--- config.mk ---
export PLATFORM = sky130hd
export DESIGN_NAME = ring_neighbor_exclusion_arbiter_top_flat
export DESIGN_NICKNAME = d
export VERILOG_FILES = /design/src/sv/rnea_pkg.sv /design/src/sv/rnea_if.sv /design/src/sv/rnea_phase_mem.sv /design/src/sv/rnea_ring_unit.sv /design/src/sv/ring_neighbor_exclusion_arbiter_top.sv /design/src/flat_wrapper.sv
export VERILOG_INCLUDE_DIRS = /design/src /design/src/sv
export SDC_FILE = /design/constraint.sdc
export NUM_CORES = 1
export LEC_CHECK = 0
export BUFFER_PORTS_ARGS = -buffer_cell sky130_fd_sc_hd__buf_4
export CAP_MARGIN = 30
export CORE_ASPECT_RATIO = 1.1
export CORE_MARGIN = 2
export CORE_UTILIZATION = 55
export CTS_BUF_LIST = sky130_fd_sc_hd__clkbuf_16
export DETAILED_ROUTE_END_ITERATION = 8
export PLACE_DENSITY = 0.73
export SETUP_SLACK_MARGIN = 0.3
export SLEW_MARGIN = 10
export SYNTH_ARGS = -nofsm -noshare
export SYNTH_HDL_FRONTEND = slang
export SYNTH_SLANG_ARGS = --single-unit
--- constraint.sdc ---
create_clock -name clk -period 6.5 [get_ports clk]
set_clock_uncertainty 0.15 [all_clocks]
set_input_delay 0.325 -clock clk [delete_from_list [all_inputs] [get_ports clk]]
set_output_delay 0.325 -clock clk [all_outputs]
set_load 0.005 [all_outputs]
--- src/sv/ring_neighbor_exclusion_arbiter_top_defines.svh ---
// assertion macros shared by the arbiter rtl
`ifndef RING_NEIGHBOR_EXCLUSION_ARBITER_TOP_DEFINES_SVH
`define RING_NEIGHBOR_EXCLUSION_ARBITER_TOP_DEFINES_SVH

// same-cycle implication, sampled on clk, off during reset
`define RNEA_ASSERT_NOW(lbl, ante, cons) \
  lbl: assert property (@(posedge clk) disable iff (!rst_n) (ante) |-> (cons)) \
    else $error("rnea assertion failed");

// next-cycle implication, sampled on clk, off during reset
`define RNEA_ASSERT_NEXT(lbl, ante, cons) \
  lbl: assert property (@(posedge clk) disable iff (!rst_n) (ante) |=> (cons)) \
    else $error("rnea assertion failed");

`endif

--- src/sv/rnea_pkg.sv ---
// shared types and constants of the ring neighbor exclusion arbiter
package rnea_pkg;

  localparam int RNEA_MAX_CLIENTS_DEF = 16;

  localparam int ID_W    = 5;
  localparam int RUNS_W  = 16;
  localparam int COUNT_W = 20;
  localparam int PROD_W  = RUNS_W + ID_W;

  localparam logic [COUNT_W-1:0] RUNS_MAX = {COUNT_W{1'b1}};

  // operation codes
  localparam logic OP_REQUEST = 1'b0;
  localparam logic OP_RELEASE = 1'b1;

  // configuration register indexes
  localparam int CFG_IDX_W = 1;
  localparam logic [CFG_IDX_W-1:0] REG_CLIENT_COUNT    = 1'd0;
  localparam logic [CFG_IDX_W-1:0] REG_RUNS_PER_CLIENT = 1'd1;
  localparam int CFG_DATA_W = RUNS_W;

  typedef enum logic [1:0] {
    PH_THINK  = 2'd0,
    PH_HUNGRY = 2'd1,
    PH_EAT    = 2'd2
  } phase_t;

  // ring neighbors of one client id
  typedef struct packed {
    logic [ID_W-1:0] left_id;
    logic [ID_W-1:0] right_id;
  } rnea_nbr_t;

endpackage

--- src/sv/rnea_if.sv ---
// valid/ready channel interfaces for events and grant results
interface rnea_in_if import rnea_pkg::*; ();
  logic            valid;
  logic            ready;
  logic            operation;
  logic [ID_W-1:0] client_id;

  modport source (output valid, output operation, output client_id, input ready);
  modport sink   (input valid, input operation, input client_id, output ready);
endinterface

interface rnea_out_if import rnea_pkg::*; ();
  logic            valid;
  logic            ready;
  logic            grant_first_valid;
  logic [ID_W-1:0] grant_first_id;
  logic            grant_second_valid;
  logic [ID_W-1:0] grant_second_id;
  logic            all_done;
  logic            bad_event;

  modport source (output valid, output grant_first_valid, output grant_first_id,
                  output grant_second_valid, output grant_second_id,
                  output all_done, output bad_event, input ready);
  modport sink   (input valid, input grant_first_valid, input grant_first_id,
                  input grant_second_valid, input grant_second_id,
                  input all_done, input bad_event, output ready);
endinterface

--- src/sv/rnea_phase_mem.sv ---
// client phase memory: one write port, one registered read port, per-entry valid bits
module rnea_phase_mem import rnea_pkg::*; #(
  parameter int DEPTH = RNEA_MAX_CLIENTS_DEF,
  parameter int AW    = $clog2(DEPTH)
) (
  input  logic          clk,
  input  logic          rst_n,
  input  logic          we,
  input  logic [AW-1:0] waddr,
  input  phase_t        wdata,
  input  logic [AW-1:0] raddr,
  output phase_t        rdata
);

  phase_t             mem [DEPTH];
  logic [DEPTH-1:0]   valid_r;
  phase_t             rdata_r;

  always_ff @(posedge clk) begin
    if (!rst_n) begin
      valid_r <= '0;
    end else if (we) begin
      valid_r[waddr] <= 1'b1;
    end
  end

  always_ff @(posedge clk) begin
    if (we) begin
      mem[waddr] <= wdata;
    end
  end

  // an entry never written since reset reads as thinking
  always_ff @(posedge clk) begin
    rdata_r <= valid_r[raddr] ? mem[raddr] : PH_THINK;
  end

  assign rdata = rdata_r;

endmodule

--- src/sv/rnea_ring_unit.sv ---
// shared ring addressing unit: left and right neighbor of one id on a ring of n
module rnea_ring_unit import rnea_pkg::*; (
  input  logic [ID_W-1:0] id,
  input  logic [ID_W-1:0] ring_n,
  output rnea_nbr_t       nbr
);

  assign nbr.left_id  = (id == ID_W'(1)) ? ring_n : id - ID_W'(1);
  assign nbr.right_id = (id == ring_n) ? ID_W'(1) : id + ID_W'(1);

endmodule

--- src/sv/ring_neighbor_exclusion_arbiter_top.sv ---
// ring neighbor exclusion arbiter: sequencer, config registers and result register
// a request marks the client hungry, then walks the single phase memory read port over
// target, left and right neighbor; a release marks the client thinking, then walks the
// same read port over target, left and right neighbor for each of the two grant checks
// a bad or post-done event goes straight to the result; a stalled result holds the sequencer
// synchronous reset clears all phases to thinking at once, counts to zero, config to 5 and 1
module ring_neighbor_exclusion_arbiter_top import rnea_pkg::*; #(
  parameter int MAX_CLIENTS = RNEA_MAX_CLIENTS_DEF
) (
  input  logic                  clk,
  input  logic                  rst_n,
  input  logic                  cfg_we,
  input  logic [CFG_IDX_W-1:0]  cfg_index,
  input  logic [CFG_DATA_W-1:0] cfg_data,
  rnea_in_if.sink               in_ch,
  rnea_out_if.source            out_ch
);

`include "ring_neighbor_exclusion_arbiter_top_defines.svh"

  localparam int AW = $clog2(MAX_CLIENTS);

  typedef enum logic [6:0] {
    S_IDLE = 7'b0000001,
    S_WR   = 7'b0000010,
    S_RDS  = 7'b0000100,
    S_RDL  = 7'b0001000,
    S_RDR  = 7'b0010000,
    S_EVAL = 7'b0100000,
    S_FIN  = 7'b1000000
  } state_t;

  state_t              state_r, state_nxt;
  logic [ID_W-1:0]     client_count_r;
  logic [RUNS_W-1:0]   runs_r;
  logic                op_r, op_nxt;
  logic [ID_W-1:0]     id_r, id_nxt;
  logic [ID_W-1:0]     n_r, n_nxt;
  logic [ID_W-1:0]     target_r, target_nxt;
  logic                slot_r, slot_nxt;
  logic                self_ok_r, self_ok_nxt;
  logic                left_ok_r, left_ok_nxt;
  logic                g1v_r, g1v_nxt;
  logic [ID_W-1:0]     g1_r, g1_nxt;
  logic                g2v_r, g2v_nxt;
  logic [ID_W-1:0]     g2_r, g2_nxt;
  logic                bad_r, bad_nxt;
  logic [PROD_W-1:0]   prod_r, prod_nxt;
  logic [COUNT_W-1:0]  completed_r, completed_nxt;
  logic                finished_r, finished_nxt;

  logic                out_valid_r, out_valid_nxt;
  logic                out_g1v_r, out_g1v_nxt;
  logic [ID_W-1:0]     out_g1_r, out_g1_nxt;
  logic                out_g2v_r, out_g2v_nxt;
  logic [ID_W-1:0]     out_g2_r, out_g2_nxt;
  logic                out_done_r, out_done_nxt;
  logic                out_bad_r, out_bad_nxt;

  logic [ID_W-1:0]     n_eff;
  logic                in_bad;
  logic [ID_W-1:0]     ring_id;
  rnea_nbr_t           nbr;
  logic [ID_W-1:0]     rd_id;
  logic [ID_W-1:0]     wr_id;
  logic [ID_W-1:0]     rd_idm1;
  logic [ID_W-1:0]     wr_idm1;
  logic                mem_we;
  phase_t              mem_wdata;
  phase_t              mem_rdata;
  logic                grant_ok;
  logic                done_hit;

  // configuration registers
  always_ff @(posedge clk) begin
    if (!rst_n) begin
      client_count_r <= ID_W'(5);
      runs_r         <= RUNS_W'(1);
    end else if (cfg_we) begin
      case (cfg_index)
        REG_CLIENT_COUNT:    client_count_r <= cfg_data[ID_W-1:0];
        REG_RUNS_PER_CLIENT: runs_r         <= cfg_data[RUNS_W-1:0];
        default: ;
      endcase
    end
  end

  // ring size saturated to 1..MAX_CLIENTS
  always_comb begin
    if (client_count_r == '0) begin
      n_eff = ID_W'(1);
    end else if (int'(client_count_r) > MAX_CLIENTS) begin
      n_eff = ID_W'(MAX_CLIENTS);
    end else begin
      n_eff = client_count_r;
    end
  end

  assign in_bad = finished_r || (in_ch.client_id == '0) || (in_ch.client_id > n_eff);

  // one ring unit, shared between the event id and the client under test
  assign ring_id = ((state_r == S_WR) || (state_r == S_EVAL)) ? id_r : target_r;

  rnea_ring_unit u_ring (
    .id     (ring_id),
    .ring_n (n_r),
    .nbr    (nbr)
  );

  always_comb begin
    case (state_r)
      S_RDL:   rd_id = nbr.left_id;
      S_RDR:   rd_id = nbr.right_id;
      default: rd_id = target_r;
    endcase
  end

  assign grant_ok  = self_ok_r && left_ok_r && (mem_rdata != PH_EAT);
  assign mem_we    = (state_r == S_WR) || ((state_r == S_EVAL) && grant_ok);
  assign wr_id     = (state_r == S_WR) ? id_r : target_r;
  assign mem_wdata = (state_r == S_WR) ? ((op_r == OP_RELEASE) ? PH_THINK : PH_HUNGRY)
                                       : PH_EAT;
  assign rd_idm1   = rd_id - ID_W'(1);
  assign wr_idm1   = wr_id - ID_W'(1);

  rnea_phase_mem #(
    .DEPTH (MAX_CLIENTS),
    .AW    (AW)
  ) u_phase_mem (
    .clk   (clk),
    .rst_n (rst_n),
    .we    (mem_we),
    .waddr (AW'(wr_idm1)),
    .wdata (mem_wdata),
    .raddr (AW'(rd_idm1)),
    .rdata (mem_rdata)
  );

  assign done_hit = {1'b0, completed_r} >= prod_r;

  always_comb begin
    state_nxt     = state_r;
    op_nxt        = op_r;
    id_nxt        = id_r;
    n_nxt         = n_r;
    target_nxt    = target_r;
    slot_nxt      = slot_r;
    self_ok_nxt   = self_ok_r;
    left_ok_nxt   = left_ok_r;
    g1v_nxt       = g1v_r;
    g1_nxt        = g1_r;
    g2v_nxt       = g2v_r;
    g2_nxt        = g2_r;
    bad_nxt       = bad_r;
    prod_nxt      = prod_r;
    completed_nxt = completed_r;
    finished_nxt  = finished_r;
    out_valid_nxt = out_valid_r;
    out_g1v_nxt   = out_g1v_r;
    out_g1_nxt    = out_g1_r;
    out_g2v_nxt   = out_g2v_r;
    out_g2_nxt    = out_g2_r;
    out_done_nxt  = out_done_r;
    out_bad_nxt   = out_bad_r;

    if (out_valid_r && out_ch.ready) begin
      out_valid_nxt = 1'b0;
    end

    case (state_r)
      S_IDLE: begin
        if (in_ch.valid) begin
          op_nxt    = in_ch.operation;
          id_nxt    = in_ch.client_id;
          n_nxt     = n_eff;
          prod_nxt  = {{ID_W{1'b0}}, runs_r} * {{RUNS_W{1'b0}}, n_eff};
          bad_nxt   = in_bad;
          slot_nxt  = 1'b0;
          g1v_nxt   = 1'b0;
          g1_nxt    = '0;
          g2v_nxt   = 1'b0;
          g2_nxt    = '0;
          state_nxt = in_bad ? S_FIN : S_WR;
        end
      end
      S_WR: begin
        if (op_r == OP_RELEASE) begin
          if (completed_r != RUNS_MAX) begin
            completed_nxt = completed_r + COUNT_W'(1);
          end
          target_nxt = nbr.left_id;
        end else begin
          target_nxt = id_r;
        end
        state_nxt = S_RDS;
      end
      S_RDS: begin
        state_nxt = S_RDL;
      end
      S_RDL: begin
        self_ok_nxt = (mem_rdata == PH_HUNGRY);
        state_nxt   = S_RDR;
      end
      S_RDR: begin
        left_ok_nxt = (mem_rdata != PH_EAT);
        state_nxt   = S_EVAL;
      end
      S_EVAL: begin
        if (grant_ok) begin
          if (!slot_r) begin
            g1v_nxt = 1'b1;
            g1_nxt  = target_r;
          end else begin
            g2v_nxt = 1'b1;
            g2_nxt  = target_r;
          end
        end
        // release checks the right neighbor after the left one
        if ((op_r == OP_RELEASE) && !slot_r) begin
          slot_nxt   = 1'b1;
          target_nxt = nbr.right_id;
          state_nxt  = S_RDS;
        end else begin
          state_nxt = S_FIN;
        end
      end
      S_FIN: begin
        if (!out_valid_r || out_ch.ready) begin
          finished_nxt  = finished_r || done_hit;
          out_valid_nxt = 1'b1;
          out_g1v_nxt   = g1v_r;
          out_g1_nxt    = g1_r;
          out_g2v_nxt   = g2v_r;
          out_g2_nxt    = g2_r;
          out_done_nxt  = finished_r || done_hit;
          out_bad_nxt   = bad_r;
          state_nxt     = S_IDLE;
        end
      end
      default: begin
        state_nxt = S_IDLE;
      end
    endcase
  end

  always_ff @(posedge clk) begin
    if (!rst_n) begin
      state_r     <= S_IDLE;
      completed_r <= '0;
      finished_r  <= 1'b0;
      out_valid_r <= 1'b0;
    end else begin
      state_r     <= state_nxt;
      completed_r <= completed_nxt;
      finished_r  <= finished_nxt;
      out_valid_r <= out_valid_nxt;
    end
  end

  always_ff @(posedge clk) begin
    op_r       <= op_nxt;
    id_r       <= id_nxt;
    n_r        <= n_nxt;
    target_r   <= target_nxt;
    slot_r     <= slot_nxt;
    self_ok_r  <= self_ok_nxt;
    left_ok_r  <= left_ok_nxt;
    g1v_r      <= g1v_nxt;
    g1_r       <= g1_nxt;
    g2v_r      <= g2v_nxt;
    g2_r       <= g2_nxt;
    bad_r      <= bad_nxt;
    prod_r     <= prod_nxt;
    out_g1v_r  <= out_g1v_nxt;
    out_g1_r   <= out_g1_nxt;
    out_g2v_r  <= out_g2v_nxt;
    out_g2_r   <= out_g2_nxt;
    out_done_r <= out_done_nxt;
    out_bad_r  <= out_bad_nxt;
  end

  assign in_ch.ready               = rst_n && (state_r == S_IDLE);
  assign out_ch.valid              = out_valid_r;
  assign out_ch.grant_first_valid  = out_g1v_r;
  assign out_ch.grant_first_id     = out_g1_r;
  assign out_ch.grant_second_valid = out_g2v_r;
  assign out_ch.grant_second_id    = out_g2_r;
  assign out_ch.all_done           = out_done_r;
  assign out_ch.bad_event          = out_bad_r;

  `RNEA_ASSERT_NEXT(a_done_sticky, finished_r, finished_r)
  `RNEA_ASSERT_NEXT(a_runs_monotonic, 1'b1, completed_r >= $past(completed_r))
  `RNEA_ASSERT_NOW(a_bad_no_grant, out_valid_r && out_bad_r, !out_g1v_r && !out_g2v_r)
  `RNEA_ASSERT_NOW(a_no_double_grant, out_valid_r && out_g1v_r && out_g2v_r,
    out_g1_r != out_g2_r)

endmodule

--- src/flat_wrapper.sv ---
// flat-port wrapper written by rule: the top's interface ports become plain ports
module ring_neighbor_exclusion_arbiter_top_flat import rnea_pkg::*;
#(
  parameter int MAX_CLIENTS = RNEA_MAX_CLIENTS_DEF
)
  (clk, rst_n, cfg_we, cfg_index, cfg_data, in_ch_valid, in_ch_operation, in_ch_client_id, in_ch_ready, out_ch_valid, out_ch_grant_first_valid, out_ch_grant_first_id, out_ch_grant_second_valid, out_ch_grant_second_id, out_ch_all_done, out_ch_bad_event, out_ch_ready);
  rnea_in_if in_ch_i ();
  rnea_out_if out_ch_i ();
  input  logic clk;
  input  logic rst_n;
  input  logic cfg_we;
  input  logic [CFG_IDX_W-1:0] cfg_index;
  input  logic [CFG_DATA_W-1:0] cfg_data;
  input wire logic [$bits(in_ch_i.valid)-1:0] in_ch_valid;
  input wire logic [$bits(in_ch_i.operation)-1:0] in_ch_operation;
  input wire logic [$bits(in_ch_i.client_id)-1:0] in_ch_client_id;
  output wire logic [$bits(in_ch_i.ready)-1:0] in_ch_ready;
  output wire logic [$bits(out_ch_i.valid)-1:0] out_ch_valid;
  output wire logic [$bits(out_ch_i.grant_first_valid)-1:0] out_ch_grant_first_valid;
  output wire logic [$bits(out_ch_i.grant_first_id)-1:0] out_ch_grant_first_id;
  output wire logic [$bits(out_ch_i.grant_second_valid)-1:0] out_ch_grant_second_valid;
  output wire logic [$bits(out_ch_i.grant_second_id)-1:0] out_ch_grant_second_id;
  output wire logic [$bits(out_ch_i.all_done)-1:0] out_ch_all_done;
  output wire logic [$bits(out_ch_i.bad_event)-1:0] out_ch_bad_event;
  input wire logic [$bits(out_ch_i.ready)-1:0] out_ch_ready;
  assign in_ch_i.valid = in_ch_valid;
  assign in_ch_i.operation = in_ch_operation;
  assign in_ch_i.client_id = in_ch_client_id;
  assign in_ch_ready = in_ch_i.ready;
  assign out_ch_valid = out_ch_i.valid;
  assign out_ch_grant_first_valid = out_ch_i.grant_first_valid;
  assign out_ch_grant_first_id = out_ch_i.grant_first_id;
  assign out_ch_grant_second_valid = out_ch_i.grant_second_valid;
  assign out_ch_grant_second_id = out_ch_i.grant_second_id;
  assign out_ch_all_done = out_ch_i.all_done;
  assign out_ch_bad_event = out_ch_i.bad_event;
  assign out_ch_i.ready = out_ch_ready;
  ring_neighbor_exclusion_arbiter_top #(.MAX_CLIENTS(MAX_CLIENTS)) u_core (.clk(clk), .rst_n(rst_n), .cfg_we(cfg_we), .cfg_index(cfg_index), .cfg_data(cfg_data), .in_ch(in_ch_i), .out_ch(out_ch_i));
endmodule
# After elaboration in Yosys (flattened, before gate mapping)

Memory sizes are Yosys's and may differ from the RTL's. A register that Yosys moved wholly into a read port is not among the register bits.
Index checks and enable logic that the tools add are counted.

Bits in registers: 133
Latch bits: 0
Memory bits (writable): 32
Bits in read-only memories: 0
Bits of input ports: 28
Output and inout bits: 16
Word-level logic and storage cells: 131
Memories kept: 1

Add/subtract/negate cells: 5
Multiply operators: 1
Div/mod/pow operators: 0
$lt $le $gt $ge: 6
Equal/unequal tests: 18
Shift operators: 0
Mux-type cells: 42
Bitwise logic cells: 2
Reductions and logical operators: 30

Memories:

| memory                 | words | bits a word | rd ports | clocked after Yosys merged registers in | wr ports | line                 | RTL |
|---|---|---|---|---|---|---|---|
| u_core.u_phase_mem.mem | 16    | 2           | 1        | 1                                       | 1        | rnea_phase_mem.sv:15 | `phase_t mem [DEPTH];` |

Operators with widths:

| cell                    | count |
|---|---|
| $mux W5                 | 12 |
| $pmux W7 S7             | 1 |
| $pmux W5 S2             | 3 |
| $mux W7                 | 4 |
| $ge A20 B21 Y1          | 1 |
| $mul A16 B5 Y21         | 1 |
| $add A20 B1 Y20 const B | 1 |
| $ne A20 B20 Y1 const B  | 1 |
| $or A16 B16 Y16         | 1 |
| $mux W1                 | 14 |
| $reduce_and A2 Y1       | 6 |
| $logic_not A5 Y1        | 2 |
| $lt A4 B5 Y1 const B    | 2 |
| $ne A2 B2 Y1 const B    | 4 |
| $pmux W4 S2             | 1 |
| $reduce_and A4 Y1       | 2 |
| $sub A4 B1 Y4 const B   | 2 |
| $eq A7 B1 Y1 const B    | 1 |
| $eq A7 B2 Y1 const B    | 1 |
| $eq A7 B3 Y1 const B    | 1 |
| $eq A7 B4 Y1 const B    | 1 |
| $eq A7 B5 Y1 const B    | 1 |
| $eq A7 B6 Y1 const B    | 1 |
| $eq A7 B7 Y1 const B    | 1 |
| other kinds (20)        | 39 |

# Logic depth before layout (Yosys ltp)

Gate-level depths: netlist of run 1.

Depth after elaboration: 10
Gate-level depth with buffers: 24
Depth with buffers taken out: 18

# Hierarchy

From an unflattened synthesis of run 1, not the netlist that was laid out.

Cell total of the unflattened synthesis: 935
Area, all modules: 9,987.1 um^2

By module, submodules not included:

| module                              | instances | cells each | area an instance (um^2) |
|---|---|---|---|
| ring_neighbor_exclusion_arbiter_top | 1         | 775        | 7,691.1 |
| rnea_phase_mem                      | 1         | 120        | 1,970.6 |
| rnea_ring_unit                      | 1         | 40         | 325.3 |

# Least setup slack after synthesis of run 1

No wires, ideal clock.

Kind: register -> register
From: register u_core.state_r[0]
To: register u_core.u_phase_mem.rdata_r[0] (netlist: u_core.u_phase_mem.rdata[0]) (read register of u_core.u_phase_mem.mem)
Arrival time: 4.711 ns
Data required time: 6.229 ns
Setup slack: 1.518 ns
Cell stages (with the launch flop): 24
Buffers on the path: 5
Path through: dfxtp_1 > or4_4 > nor3_4 > buf_4 > mux2_2 > inv_1 > ha_1 > nor4b_1 > nand4_1 > and3_1 > o21ai_0 > o211a_1 > buf_6 > buf_2 > buf_4 > ha_1 > nand2_1 > nor3_1 > a221oi_4 > buf_4 > nand2_8 > mux2_2 > nand2_1 > o22ai_1

Longest elaborated chain between the ends: 10

RTL lines:

| element                                             | line                                       | RTL |
|---|---|---|
| start: declaration                                  | ring_neighbor_exclusion_arbiter_top.sv:33  | `state_t state_r, state_nxt;` |
| start signal: assignment                            | ring_neighbor_exclusion_arbiter_top.sv:253 | `state_r <= state_nxt;` |
| $eq A7 B2 Y1 / $eq A7 B6 Y1 (equally long branches) | ring_neighbor_exclusion_arbiter_top.sv:102 | `assign ring_id = ((state_r == S_WR) \|\| (state_r == S_EVAL)) ? id_r : target_r;` |
| $logic_or A1 B1 Y1                                  | ring_neighbor_exclusion_arbiter_top.sv:102 |  |
| $mux W5                                             | ring_neighbor_exclusion_arbiter_top.sv:102 |  |
| $add A5 B1 Y5 (tied with other cells)               | rnea_ring_unit.sv:9                        | `assign nbr.right_id = (id == ring_n) ? ID_W'(1) : id + ID_W'(1);` |
| $mux W5, on equally long branches                   | rnea_ring_unit.sv:9, rnea_ring_unit.sv:8   |  |
| $pmux W4 S2 (*)                                     | ring_neighbor_exclusion_arbiter_top.sv:111 | `case (state_r)` |
| $sub A4 B1 Y4 (*)                                   | ring_neighbor_exclusion_arbiter_top.sv:123 | `assign rd_idm1 = rd_id - ID_W'(1);` |
| $bmux W1 S4                                         | rnea_phase_mem.sv:35                       | `rdata_r <= valid_r[raddr] ? mem[raddr] : PH_THINK;` |
| $mux W1 (implied by the code)                       | rnea_phase_mem.sv:35                       |  |
| $logic_not A1 Y1 (no source line)                   | -                                          |  |
| end: declaration                                    | rnea_phase_mem.sv:17                       | `phase_t rdata_r;` |

Every way passes the cells marked *; elsewhere a longest branch is shown, timed or not. The select of a mux whose other input is x is not followed.
A chain may end at the register's enable or synchronous reset.

# Final worst setup path of run 1

From: register u_core.state_r[0]
To: register u_core.u_phase_mem.rdata_r[1] (netlist: u_core.u_phase_mem.rdata[1]) (read register of u_core.u_phase_mem.mem)

The elaborated chain is that of the path after synthesis.

==> results of run 1 <==
-- area by class of cell --
type                            count  area share [%]
Tap cell                          243            2.59
Clock buffer                       17            3.63
Clock inverter                     15            1.43
Multi-Input combinational cell    737            47.7
Inverter                           92            2.94
Timing Repair Buffer               69            4.74
Sequential cell                   167            37.0
-- sequential cells by signal (all words and copies together) (netlist names), 2 cells and up --
register / count
u_core.client_count_r: 5
u_core.target_r: 5
u_core.out_ch.grant_first_id: 5
u_core.u_phase_mem.mem: 32
u_core.out_ch.grant_second_id: 5
u_core.state_r: 7
u_core.prod_r: 21
u_core.u_phase_mem.valid_r: 16
u_core.runs_r: 16
u_core.completed_r: 20
u_core.n_r: 5
u_core.g1_r: 5
u_core.id_r: 5
u_core.u_phase_mem.rdata: 2
u_core.g2_r: 5
-- worst max-delay path: cells and delay by family, from the launching register on --
kind	cells	cell delay, ns
adders and majority gates	2	0.48
and+or+nand+nor	9	2.62
muxes	1	0.41
buffers and inverters	1	0.08
DFF	1	0.36
AOI/OAI and AO/OA	5	1.46
-- how the worst min path moves through the flow --
stage                                                 end  slack [ns]  depth (start not counted)                startpoint
6_report                   u_core.runs_r[10]$_SDFFE_PN0P_        0.01                          3              cfg_data[10]
5_1_grt                     u_core.runs_r[6]$_SDFFE_PN0P_       0.009                          3               cfg_data[6]
4_1_cts                     u_core.runs_r[6]$_SDFFE_PN0P_       0.003                          3               cfg_data[6]
3_5_place_dp   u_core.out_ch.grant_second_id[4]$_DFFE_PP_        0.26                          0  u_core.g2_r[4]$_DFFE_PP_
3_3_place_gp    u_core.out_ch.grant_first_id[3]$_DFFE_PP_        0.25                          0  u_core.g1_r[3]$_DFFE_PP_
2_1_floorplan           u_core.out_ch.bad_event$_DFFE_PP_        0.25                          0    u_core.bad_r$_DFFE_PP_
-- synthesized netlist by cell type (all sizes together) (4+ instances only) --
| cell type | count | area, µm² |
|---|---|---|
| a211oi | 5 | 37.5 |
| a21boi | 33 | 248 |
| a21o | 7 | 52.6 |
| a21oi | 30 | 150 |
| a31oi | 5 | 31.3 |
| and2 | 78 | 488 |
| and3 | 12 | 75.1 |
| and4 | 5 | 43.8 |
| buf | 13 | 91.3 |
| clkbuf | 32 | 120 |
| dfxtp | 68 | 1360 |
| edfxtp | 99 | 2970 |
| fa | 42 | 841 |
| ha | 59 | 738 |
| inv | 92 | 345 |
| mux2i | 18 | 180 |
| mux4 | 4 | 90.1 |
| nand2 | 102 | 399 |
| nand2b | 7 | 43.8 |
| nand3 | 30 | 150 |
| nand4 | 14 | 87.6 |
| nand4b | 5 | 43.8 |
| nand4bb | 7 | 78.8 |
| nor2 | 65 | 244 |
| nor2b | 20 | 125 |
| nor3 | 28 | 151 |
| nor4 | 4 | 31.3 |
| o211ai | 4 | 30.0 |
| o21a | 25 | 188 |
| o21ai | 23 | 115 |
| o21bai | 4 | 30.0 |
| o22ai | 4 | 25.0 |
| o31ai | 5 | 42.5 |
| or2 | 5 | 31.3 |
| or3 | 5 | 31.3 |
| xnor2 | 34 | 305 |
| xor2 | 11 | 96.3 |
-- cell usage in the layout, fill, tap and decap left out, drive strengths merged, types with 18 or more instances in the layout --
cell type	instances
o21a	25
mux2i	18
nand3	30
ha	59
nor2	65
o21ai	23
xnor2	34
a21boi	33
nand2	102
nor2b	20
inv	99
nor3	28
a21oi	30
edfxtp	99
and2	78
dfxtp	68
fa	42
buf	54
-- cells by family after synthesis --
| family | after synthesis | share of synthesized area, % |
|---|---|---|
| buffers and inverters | 137 | 5.31 |
| AND/OR/NAND/NOR | 396 | 20.1 |
| multiplexers | 25 | 2.90 |
| XOR/XNOR | 45 | 3.83 |
| flip-flops | 167 | 41.3 |
| adder cells (fa/ha/maj) | 101 | 15.1 |
| AO/OA/AOI/OAI | 170 | 11.5 |
-- routing by layer --
metal,up-vias,wire length (µm),share of wire (%)
li1,3709,-,-
met1,3744,9130,41
met2,144,11700,53
met3,41,749,3.4
met4,0,481,2.2
met5,-,0,0
-- repair_timing --
action / 4_1_cts / 5_1_grt
hold endpoints to repair: 16 / 0
hold buffers: 15 / 0
endpoints found under the setup margin: 0 / 0
-- stage by stage --
stage / hold WS [ns] / power [mW]
finish: 0.0127 / 2.56
global route: 0.00911 / 2.66
CTS: 0.00310 / 2.57
detailed placement: 0.256 / 1.55
global placement: 0.251 / 1.54
floorplan: 0.250 / 1.45
-- power breakdown --
| group | total (mW) | switching [mW] | internal, mW |
|---|---|---|---|
| combinational | 0.302 | 0.175 | 0.127 |
| clock | 1.02 | 0.445 | 0.575 |
| sequential | 1.23 | 0.0440 | 1.19 |
| total | 2.56 | 0.664 | 1.89 |
==> results by group, run 1 <==
STA
  • Measured slew at the worst slew-check pin: 1.04 ns
  • Min Clock Period, post-route: 5.68 ns
  • Final Hold Fails: 0
  • Post-route clock period utilization: 87.4%
  • Max Clk Rate: 0.176 GHz
  • Setup TNS: 0 ns
  • Worst slew margin relative to its limit: 30.6%
  • Final count of pins violating max slew: 0
  • Setup repair after global routing missed its margin: false
  • Final setup margin: 0.818 ns
  • Final setup violation count: 0

Global routing
  • Most heavily used metal layer in global routing: met2
  • Pin count of the biggest net entering global routing: 66
  • Met3 GRT Util: 4.42%
  • GRT Total Usage: 23.3%
  • GR Layer Usage met2: 42.1%
  • Met1 capacity usage during global routing: 27.7%
  • Total grt overflow: 0
  • Initial antenna violation count: 0
  • Vias in the first global route: 7631
  • First-pass GRT wire length: 36900 µm

Setup path
  • Worst-case register-to-register setup slack: 0.82 ns
  • Crit Reg-Reg Endpoint: u_core.u_phase_mem.rdata[1]$_SDFF_PN0_
  • Startpoint type of the worst setup path: flip-flop
  • Data required, critical path: 6.67 ns
  • R2r worst-path depth: 18
  • Timing startpoint of the critical path: u_core.state_r[0]$_SDFFE_PN1P_
  • Category of the most critical setup path: reg -> reg
  • Critical path fanouts, max: 25
  • Cells along the critical path: or4_4, nor3_4, mux2_2, inv_1, ha_1, nor4b_1, nand4_1, and3_1, o31ai_1, a31oi_1, ha_1, nand2_1, nor3_1, a221oi_4, a21boi_0, or4bb_1, nand4_1, o22ai_1
  • Max stage delay on crit path: 0.88 ns
  • Max stage delay cell, worst path: a221oi_4
  • Endpoint of the worst setup timing path: u_core.u_phase_mem.rdata[1]$_SDFF_PN0_
  • Critical path endpoint category: flip-flop
  • Worst path arrival time: 5.85 ns
  • Launching point of the worst reg2reg path: u_core.state_r[0]$_SDFFE_PN1P_

CTS
  • Largest buffer count on any clock path: 2
  • Post-CTS setup buffers: 0
  • Clock latency on the worst-skew pair: 0.43 ns
  • Library cell used as clock root buffer: clkbuf_16
  • Number of levels the H-tree was split into: 4
  • Quantity of gates resized following cts: 0
  • Number of buffers inserted during clock tree synthesis: 17
  • Num Clock Sinks: 167
  • Clock tree from TritonCTS: built
  • Clk slew on worst S/H paths: 0.07 ns

Placement
  • Port Buf Inserts: 43
  • Global placer's final weighted congestion: 0.897
  • Cell count after placement: 1292
  • Half-perimeter wire length after placement: 15900 µm
  • Worst slack at placement: 0.913 ns
  • DP Area: 11000 µm²

Power and ir drop
  • Leakage dissipation: 4.85 nW
  • Worst voltage drop across the vdd grid: 0.194 mV
  • Power density over the cells: 218 nW/µm²

Run status
  • Run status: finished, final reports clean

Final layout
  • Layout Cells excl Fill: 1340
  • Final Core Density: 63.2%
  • Sequential cell area: 4330 µm²
  • Final instance area: 11700 µm²
  • Count of inserted antenna diode cells: 0
  • Multi-input gate area in the final layout: 5590 µm²
  • Number of inserted filler cells in the final layout: 1534
  • Number of nets in the finished design: 1213
  • Layout-stage area growth over the synthesis result: 11.8%
  • Fraction of final layout cells sized beyond drive strength 1: 9.75%

Drt
  • DRT Pass-1 Iters: 5
  • Final wirelength: 22100 µm
  • Via count of the routed design: 7638
  • Average wire length per cell after detail routing: 16.5 µm
  • Number of design-rule violations left by the first detailed-router iteration: 500
  • Final antenna-violating net count: 0
  • Detail-routed via count per cell: 5.70
  • Total DRC errors in the routed layout: 0

Floorplanning
  • Die area: 20200 µm²
  • Core Box Area: 18500 µm²
  • Chip Height: 149 µm
  • Die W: 136 µm
  • Initial standard-cell utilization of the core: 56.5%
  • I/O pin count: 44
  • Standard-cell row count: 52

Synth
  • Async set-or-reset flop fraction in the synthesized netlist: 0%
  • YS warnings: 0
  • Flip-flop and latch count after synthesis: 167
  • Netlist Area Pre-Place: 10500 µm²
  • Synth Area per Inst: 10.1 µm²
  • Syn Inst Count: 1041
  • Number of synthesized flops with an enable pin: 99
  • Distinct cell type count after synthesis: 71
  • Most common flop cell mapped by yosys: edfxtp_1
  • Mapped Nets: 1170
  • Share of the yosys chip area belonging to registers: 41.3%

Flow run
  • Number of max-cap violations: 0

Hold path
  • Class of the tightest hold or removal check: in -> reg
Power figures use the tool's default switching activity.
==> inputs of run 2 (changes only) <==
==> constraint.sdc (replaced) <==
create_clock -name clk -period 6.5 [get_ports clk]
set_clock_uncertainty 0.15 [all_clocks]
set_input_delay 1.3 -clock clk [delete_from_list [all_inputs] [get_ports clk]]
set_output_delay 1.3 -clock clk [all_outputs]
set_load 0.005 [all_outputs]
==> run 2 against run 1 <==
Final cell count decreased by 1.1%. First-iteration DRC count increased by 14%. Critical path depth unchanged. Utilization decreased by 0.81 points. Power decreased by 0.35%. Wire length decreased by 0.91%. Highest routed layer unchanged. Combinational power decreased by 2%. Non-clock buffer count decreased by 15. Critical endpoint unchanged. Via count decreased by 0.89%. Critical path type unchanged. Die area unchanged.
==> results by group, run 2 (synthesis results as in run 1) <==
Power and ir drop
  • P_int: 1.89 mW
  • Share of power burned in the clock network: 40.0%
  • Leakage dissipation: 4.79 nW
  • Worst voltage drop across the vdd grid: 0.194 mV
  • Switching power: 0.661 mW
  • Part of the power in registers: 48.4%
  • Gate power share: 11.6%
  • Power density over the cells: 220 nW/µm²
  • Sw Share: 26.0%

Setup path
  • R2r worst-path depth: 18
  • Critical path endpoint category: flip-flop
  • Max stage delay cell, worst path: a221oi_4
  • Endpoint of the worst setup timing path: u_core.u_phase_mem.rdata[1]$_SDFF_PN0_
  • Startpoint type of the worst setup path: flip-flop
  • Cells along the critical path: or4_4, nor3_4, mux2_2, inv_1, ha_1, nor4b_1, nand4_1, and3_1, o31ai_1, a31oi_1, ha_1, nand2_1, nor3_1, a221oi_4, a21boi_0, or4bb_1, nand4_1, o22ai_1
  • Critical path fanouts, max: 25
  • Data required, critical path: 6.66 ns
  • Worst path arrival time: 5.86 ns
  • Crit Reg-Reg Endpoint: u_core.u_phase_mem.rdata[1]$_SDFF_PN0_
  • Timing startpoint of the critical path: u_core.state_r[0]$_SDFFE_PN1P_
  • Launching point of the worst reg2reg path: u_core.state_r[0]$_SDFFE_PN1P_
  • Max stage delay on crit path: 0.88 ns
  • Worst-case register-to-register setup slack: 0.80 ns
  • Category of the most critical setup path: reg -> reg

CTS
  • Largest buffer count on any clock path: 2
  • Clock latency on the worst-skew pair: 0.43 ns
  • Number of buffers inserted during clock tree synthesis: 17
  • Post-CTS setup buffers: 0
  • Number of buffers added to fix hold violations after cts: 0
  • Number of levels the H-tree was split into: 4
  • Clk slew on worst S/H paths: 0.07 ns
  • Quantity of gates resized following cts: 0
  • Num Clock Sinks: 167
  • Clock tree from TritonCTS: built
  • Library cell used as clock root buffer: clkbuf_16

STA
  • Setup TNS: 0 ns
  • Final Hold Fails: 0
  • Final setup violation count: 0
  • Post-route clock period utilization: 87.7%
  • Setup repair after global routing missed its margin: false
  • Worst slew margin relative to its limit: 30.6%
  • Final count of pins violating max slew: 0
  • Min Clock Period, post-route: 5.70 ns
  • Measured slew at the worst slew-check pin: 1.04 ns
  • Max Clk Rate: 0.176 GHz

Final layout
  • Commonest non-fill, non-tap cell in the layout: nand2_1
  • Number of nets in the finished design: 1198
  • Number of flip-flops in the largest register: 32
  • Count of inserted antenna diode cells: 0
  • Layout-stage area growth over the synthesis result: 10.4%
  • Registers with the most flip-flops: u_core.u_phase_mem.mem x32, u_core.prod_r x21, u_core.completed_r x20
  • Layout Cells excl Fill: 1325
  • Number of inserted filler cells in the final layout: 1554
  • Top register by number of flip-flops: u_core.u_phase_mem.mem
  • Most frequent cells in the layout: nand2_1 (101), edfxtp_1 (99), inv_1 (92), and2_1 (78), dfxtp_1 (68)
  • Fraction of final layout cells sized beyond drive strength 1: 9.89%

Drt
  • Number of design-rule violations left by the first detailed-router iteration: 571
  • Via count of the routed design: 7570
  • DRT Pass-1 Iters: 5
  • Total DRC errors in the routed layout: 0
  • Final wirelength: 21900 µm
  • Average wire length per cell after detail routing: 16.5 µm
  • Final antenna-violating net count: 0
  • Detail-routed via count per cell: 5.71

Flow run
  • Number of max-cap violations: 0

Floorplanning
  • Die area: 20200 µm²
  • Standard-cell row count: 52
  • Initial standard-cell utilization of the core: 56.5%
  • I/O pin count: 44
  • Die W: 136 µm
  • Chip Height: 149 µm
  • Core Box Area: 18500 µm²

Global routing
  • First-pass GRT wire length: 36600 µm
  • GRT Total Usage: 23.1%
  • Vias in the first global route: 7554
  • Met3 GRT Util: 4.38%
  • Met1 capacity usage during global routing: 27.5%
  • Total grt overflow: 0
  • Most heavily used metal layer in global routing: met2
  • GR Layer Usage met2: 41.9%
  • Initial antenna violation count: 0
  • Pin count of the biggest net entering global routing: 66

Placement
  • Half-perimeter wire length after placement: 15900 µm
  • Port Buf Inserts: 43
  • Cell count after placement: 1292
  • Global placer's final weighted congestion: 0.897

Run status
  • Run status: finished, final reports clean

Hold path
  • Class of the tightest hold or removal check: reg -> reg
-- run 2: cell types whose count changed in the layout (fill, tap and decap cells not counted), sizes merged --
cell         before  now
dlygate4sd3      15    0
-- run 2: layout make-up --
class,instances,area [µm²],share of cell area (%)
Tap cell,243,304,2.63
Inverter,92,345,2.98
Multi-Input combinational cell,737,5590,48.3
Clock inverter,15,168,1.45
Timing Repair Buffer,54,405,3.50
Sequential cell,167,4330,37.4
Clock buffer,17,425,3.67
-- run 2: worst min-delay path by stage --
| stage | from | to | slack (ns) | depth (start not counted) |
|---|---|---|---|---|
| after global routing | u_core.bad_r$_DFFE_PP_ | u_core.out_ch.bad_event$_DFFE_PP_ | 0.28 | 0 |
| after detailed placement | u_core.g2_r[4]$_DFFE_PP_ | u_core.out_ch.grant_second_id[4]$_DFFE_PP_ | 0.26 | 0 |
| after global placement | u_core.g1_r[3]$_DFFE_PP_ | u_core.out_ch.grant_first_id[3]$_DFFE_PP_ | 0.25 | 0 |
| final | u_core.bad_r$_DFFE_PP_ | u_core.out_ch.bad_event$_DFFE_PP_ | 0.27 | 0 |
| after CTS | u_core.bad_r$_DFFE_PP_ | u_core.out_ch.bad_event$_DFFE_PP_ | 0.27 | 0 |
| after floorplan | u_core.bad_r$_DFFE_PP_ | u_core.out_ch.bad_event$_DFFE_PP_ | 0.25 | 0 |
-- run 2: per-layer routing --
layer	part of all wire [%]	vias to the layer above
met5	0	-
met4	2.1	0
met3	3.6	43
met2	54	151
met1	41	3696
li1	-	3680
-- run 2: power groups by stage --
| stage | Clock [mW] | Combinational, mW | Sequential [mW] |
|---|---|---|---|
| after floorplan | 0 | 0.221 | 1.23 |
| after global placement | 0 | 0.287 | 1.25 |
| after detailed placement | 0 | 0.296 | 1.26 |
| after CTS | 1.03 | 0.298 | 1.23 |
| after global routing | 1.08 | 0.333 | 1.24 |
| final | 1.02 | 0.295 | 1.23 |
-- run 2: metrics by stage --
step	power, mW	cell area (µm²)	utilization [%]	hold slack (ns)	setup slack, ns
floorplan	1.45	10500	-	0.250	1.52
global placement	1.54	11000	59.2	0.251	1.01
detailed placement	1.55	11000	59.2	0.256	0.913
CTS	2.56	11600	62.4	0.268	0.881
global route	2.65	11600	62.4	0.276	0.414
finish	2.55	11600	62.4	0.266	0.802
-- run 2: worst max-delay path: cells and delay by family (launching register included) --
family | cells | cell delay [ns]
flip-flops | 1 | 0.36
AO/OA/AOI/OAI | 5 | 1.45
adder cells (fa/ha/maj) | 2 | 0.48
AND/OR/NAND/NOR | 9 | 2.63
buffers and inverters | 1 | 0.09
multiplexers | 1 | 0.41
